`src/ntmr_pkg.sv`:
```
package ntmr_pkg;

   // default table geometry
   localparam int MAX_NEURON_SLOTS      = 16;
   localparam int MAX_INPUTS_PER_NEURON = 32;

   // fixed field widths
   localparam int FUNC_W = 3;
   localparam int ID_W   = 8;
   localparam int CNT_W  = 6;
   localparam int POS_W  = 5;
   localparam int VAL_W  = 16;
   localparam int STAT_W = 2;
   localparam int OUT_W  = 15;
   localparam int PROD_W = 32;
   localparam int ACC_W  = 40;
   localparam int FRAC_W = 8;

   // item kinds
   localparam logic [FUNC_W-1:0] FUNC_CLEAR   = 3'd0;
   localparam logic [FUNC_W-1:0] FUNC_DEFINE  = 3'd1;
   localparam logic [FUNC_W-1:0] FUNC_LOAD    = 3'd2;
   localparam logic [FUNC_W-1:0] FUNC_SET     = 3'd3;
   localparam logic [FUNC_W-1:0] FUNC_COMPUTE = 3'd4;

   // result status codes
   localparam logic [STAT_W-1:0] ST_OK        = 2'd0;
   localparam logic [STAT_W-1:0] ST_FULL      = 2'd1;
   localparam logic [STAT_W-1:0] ST_UNKNOWN   = 2'd2;
   localparam logic [STAT_W-1:0] ST_NOT_FOUND = 2'd3;

   // controller to datapath
   typedef struct packed {
      logic start;
      logic slot_step;
      logic exec;
      logic clr_step;
      logic mac_step;
      logic pos_start;
      logic pos_step;
      logic resp_load;
   } ntmr_cmd_type;

   // datapath to controller
   typedef struct packed {
      logic slot_done;
      logic go_clr;
      logic go_mac;
      logic clr_done;
      logic mac_done;
      logic pos_done;
   } ntmr_stat_type;

endpackage

```
`src/ntmr_ctrl.sv`:
```
module ntmr_ctrl (
   input  logic                    clock,
   input  logic                    reset,
   input  logic                    req_valid,
   output logic                    req_ready,
   output logic                    rsp_valid,
   input  logic                    rsp_ready,
   output ntmr_pkg::ntmr_cmd_type  cmd,
   input  ntmr_pkg::ntmr_stat_type stat
);

   localparam logic [2:0] S_IDLE = 3'd0;
   localparam logic [2:0] S_SLOT = 3'd1;
   localparam logic [2:0] S_EXEC = 3'd2;
   localparam logic [2:0] S_CLR  = 3'd3;
   localparam logic [2:0] S_MAC  = 3'd4;
   localparam logic [2:0] S_POS  = 3'd5;
   localparam logic [2:0] S_FIN  = 3'd6;

   logic [2:0] state_ff;
   logic [2:0] state_in;
   logic       rsp_valid_ff;
   logic       rsp_valid_in;

   // next state and commands
   always_comb begin
      state_in = state_ff;
      cmd      = '0;
      case (state_ff)
         S_IDLE: begin
            if (req_valid) begin
               cmd.start = 1'b1;
               state_in  = S_SLOT;
            end
         end
         S_SLOT: begin
            if (stat.slot_done) begin
               state_in = S_EXEC;
            end else begin
               cmd.slot_step = 1'b1;
            end
         end
         S_EXEC: begin
            // execute also clears the scan index for the next phase
            cmd.exec = 1'b1;
            if (stat.go_clr) begin
               state_in = S_CLR;
            end else if (stat.go_mac) begin
               state_in = S_MAC;
            end else begin
               state_in = S_POS;
            end
         end
         S_CLR: begin
            if (stat.clr_done) begin
               cmd.pos_start = 1'b1;
               state_in      = S_POS;
            end else begin
               cmd.clr_step = 1'b1;
            end
         end
         S_MAC: begin
            if (stat.mac_done) begin
               cmd.pos_start = 1'b1;
               state_in      = S_POS;
            end else begin
               cmd.mac_step = 1'b1;
            end
         end
         S_POS: begin
            if (stat.pos_done) begin
               state_in = S_FIN;
            end else begin
               cmd.pos_step = 1'b1;
            end
         end
         S_FIN: begin
            if (!rsp_valid_ff || rsp_ready) begin
               cmd.resp_load = 1'b1;
               state_in      = S_IDLE;
            end
         end
         default: begin
            state_in = S_IDLE;
         end
      endcase
   end

   // result valid flag
   always_comb begin
      if (cmd.resp_load) begin
         rsp_valid_in = 1'b1;
      end else if (rsp_ready) begin
         rsp_valid_in = 1'b0;
      end else begin
         rsp_valid_in = rsp_valid_ff;
      end
   end

   always_ff @(posedge clock) begin
      if (reset) begin
         state_ff     <= S_IDLE;
         rsp_valid_ff <= 1'b0;
      end else begin
         state_ff     <= state_in;
         rsp_valid_ff <= rsp_valid_in;
      end
   end

   assign req_ready = (state_ff == S_IDLE);
   assign rsp_valid = rsp_valid_ff;

endmodule

```
`config.mk`:
```
export PLATFORM = sky130hd
export DESIGN_NAME = ntmr_ctrl
export DESIGN_NICKNAME = d
export VERILOG_FILES = /design/src/ntmr_pkg.sv /design/src/ntmr_ctrl.sv
export SDC_FILE = /design/constraint.sdc
export NUM_CORES = 1
export LEC_CHECK = 0
export ABC_AREA = 1
export BUFFER_PORTS_ARGS = -buffer_cell sky130_fd_sc_hd__buf_2
export CORE_AREA = 2 2 39 41
export DETAILED_ROUTE_END_ITERATION = 16
export DIE_AREA = 0 0 41 43
export GPL_TIMING_DRIVEN = 0
export PLACE_DENSITY = 0.63
export SYNTH_ARGS = -nofsm -noshare
export SYNTH_HDL_FRONTEND = slang
export SYNTH_SLANG_ARGS = --single-unit
```
`constraint.sdc`:
```
create_clock -name clock -period 1.2 [get_ports clock]
set_input_delay 0.3 -clock clock [delete_from_list [all_inputs] [get_ports clock]]
set_output_delay 0.3 -clock clock [all_outputs]
set_load 0.02 [all_outputs]
```
==> impl_metrics.yaml <==
sta:
  finClkSkew_ns: 0.005460
  rsz0062_at_grt: "yes"
  tightest_slew_ns: 0.1714
  finalWorstSetupSlack_ns: -0.2303
  setup_viol: 12
  hold_viol: 0
  finalCritPeriodShare: 1.192
  finalCriticalPeriod_ns: 1.430
  report.final.slew_viol_count: 0
  maxSlewHeadroom: 0.8856
  timing.fmax_ghz: 0.6992
critical_path:
  crit_top_cell: "buf_4"
  cpPeakStageDelay_ns: 0.32
  cp-end-kind: "output pin"
  critPathArrivalTime_ns: 1.13
  cp_max_fo: 8
  r2r_slack_ns: -0.12
  crit_type: "reg -> out"
  cp_slowest_cell: "dfxtp_2"
  required_ns: 0.90
  startpoint_type: "register"
  cpLargestDelayFamily: "buffers and inverters"
  crit_chain: "buf_8 -> buf_4 -> nand3_2 -> inv_1 -> buf_4"
  critPathBufInv: 4
min_path:
  min_path_type: "in -> reg"
synthesis:
  ys_ff_latch: 4
  seq_area_frac_synth: 0.2013
  yosysWarnings: 0
  synth-simple-area-share: 0.5063
  avgSynthCellArea_sq_um: 5.450
  synthMuxAreaShare: 0
  synth_top_family_by_area: "simple AND/OR/NAND/NOR gates"
  ys_types: 13
  synth-xor-area-share: 0
  syn-num-nets: 83
  netlist_instances: 73
  synth_area_sq_um: 397.9
  synth-compound-area-share: 0.06289
  synth_adder_area_share: 0
place:
  port_buffers: 19
  dpl-instance-area_sq_um: 515.5
  dp_cells: 108
  hpwl_microns: 797.7
  gp_congestion: 0.7971
pwr:
  switching_share: 0.4567
  seq_power_share: 0.171
  p_comb_frac: 0.729
  leakage_nw: 0.4470
  clkPwrFrac: 0.100
  p_total_mw: 1.662
  max-vdd-ir-drop_v: 0.0009831
  cellPowerDensity_nw_per_um2: 2079
  p_int_mw: 0.9030
  switching_power_mw: 0.7591
clocking:
  root_buffer: "clkbuf_4"
  cts.clk_slew.worst_paths_ns: 0.04
  cts_made_buffers: 3
  holdBufCountCts: 0
  cts_tree: "yes"
  clk-insertion-delay-late_ns: 0.24
  cts_max_path_buffers: 2
  cts_sinks: 4
  ctsHtreeMaxLevel: 1
routing:
  wl_per_cell_microns: 10.23
  dr.pass1.iters: 4
  initialDrtViolationCount: 2
  routed_via_density: 4.447
  finalWirelength_microns: 1258
  vias: 547
  ant_nets: 0
  drcViolationCount: 0
finish:
  fillers: 143
  syn_to_final_growth_pct: 100.9
  layout-drive-gt1-share: 0.6262
  instances_no_fill: 123
  design_area_sq_um: 799.5
  antennaDiodeCount: 0
  nets: 119
global_routing:
  grt_max_degree: 9
  grt_overflow: 0
  grt_pass1_vias: 497
  grt_pass1_wl_microns: 1876
  antenna_found_initial: 0
  grt_util_all_layers: 0.1543
flow_run:
  drv_cap: 0
die:
  die_w_microns: 41
  dieArea_sq_um: 1763
  initial_utilization: 0.2875
  placementRows: 14
  coreArea_sq_um: 1384
  ios: 20
  die_height_microns: 43
status:
  outcome: "finished, violations left"
  violations: "negative setup slack"
[power by group through the flow]
| stage | Sequential (mW) | Clock, mW | Combinational [mW] |
|---|---|---|---|
| 4_1_cts | 0.240 | 0.179 | 1.02 |
| 2_1_floorplan | 0.209 | 0 | 0.574 |
| 6_report | 0.284 | 0.166 | 1.21 |
| 3_3_place_gp | 0.209 | 0 | 0.730 |
| 5_1_grt | 0.292 | 0.185 | 1.30 |
| 3_5_place_dp | 0.211 | 0 | 0.747 |
[worst paths after layout]
check,startpoint,end,depth (start not counted)
worst min-delay path,reset,rsp_valid,2
worst max register to register,state_ff[0],state_ff[2],9
worst min register to register,rsp_valid,rsp_valid,2
worst max-delay path,state_ff[2],cmd[3],5
[registers in the layout, summed over array words and instances (netlist names)]
name       count
state_ff       3
rsp_valid      1
[cell families (layout without fill, tap and decap cells)]
logic type | after synthesis | after routing
AOI/OAI and AO/OA | 4 | 4
DFF | 4 | 4
and+or+nand+nor | 46 | 46
buffers and inverters | 19 | 53
[placed cells by master, fill, tap and decap left out]
| cell | synthesis | final |
|---|---|---|
| dfxtp_4 | 0 | 2 |
| buf_2 | 0 | 10 |
| a21oi_1 | 3 | 3 |
| nand2_2 | 0 | 6 |
| buf_4 | 1 | 12 |
| a32o_2 | 0 | 1 |
| nand3_2 | 0 | 2 |
| nand3_1 | 11 | 7 |
| dfxtp_2 | 0 | 2 |
| clkbuf_4 | 0 | 3 |
| nor2_4 | 1 | 5 |
| inv_1 | 14 | 12 |
| inv_8 | 0 | 1 |
| buf_6 | 2 | 11 |
| buf_8 | 0 | 1 |
| nand2_1 | 12 | 6 |
| inv_2 | 1 | 2 |
| inv_6 | 0 | 1 |
| nor2_1 | 19 | 12 |
| nand3_4 | 0 | 2 |
| nor2_2 | 3 | 6 |
[worst reg2reg max path, stage by stage, from the launching register on]
cell and delay [ns]:
dfxtp_4 0.39, inv_6 0.06, nor2_4 0.14, nand2_2 0.06
buf_4 0.13, buf_4 0.13, nand3_2 0.07, nor2_2 0.05
nor2_1 0.12, nor2_2 0.05
[through the flow]
step | worst slack (ns) | hold WS [ns] | utilization | setup TNS, ns
after global routing | -0.2765 | 0.2273 | 0.5778 | -2.658
after CTS | -0.2603 | 0.2255 | 0.5036 | -2.052
final | -0.2303 | 0.2279 | 0.5778 | -1.953
after floorplan | 0.05257 | 0.3691 | - | 0
after global placement | -0.07365 | 0.4773 | 0.3725 | -0.2447
after detailed placement | -0.09006 | 0.4812 | 0.3725 | -0.4083
[cell type report]
class / count / area (sq um) / share of cell area
flip-flops and latches: 4 / 90.09 / 0.1127
clock buffers: 3 / 22.52 / 0.02817
plain buffers: 1 / 15.01 / 0.01878
repair buffers: 33 / 264.0 / 0.3302
well taps: 16 / 20.02 / 0.02504
inverters: 16 / 72.57 / 0.09077
multi-input cells: 50 / 315.3 / 0.3944
[metal layers]
metal / GRT usage / wire (microns) / share of wire / up-vias
li1: - / - / - / 289
met1: 0.1789 / 529 / 0.42 / 244
met5: 0 / 0 / 0 / -
met3: 0.05759 / 41 / 0.033 / 0
met4: 0.05333 / 0 / 0 / 0
met2: 0.2469 / 687 / 0.55 / 14
[synth_stat cells, drive strengths merged]
cell type  count  area [sq um]
nor2          23         101.4
inv           15         56.30
nand2         12         45.04
nand3         11         55.05
dfxtp          4         80.08
a21oi          3         15.01
buf            3         30.03
a32o           1         10.01
clkinv         1         5.000
[repair_timing]
item,4_1_cts,5_1_grt
cloned,0,0
setup buffers,8,6
setup endpoints to repair,11,12
pin swaps,5,10
resized for setup,34,22
No activity file was read; power rests on OpenSTA's default activity.
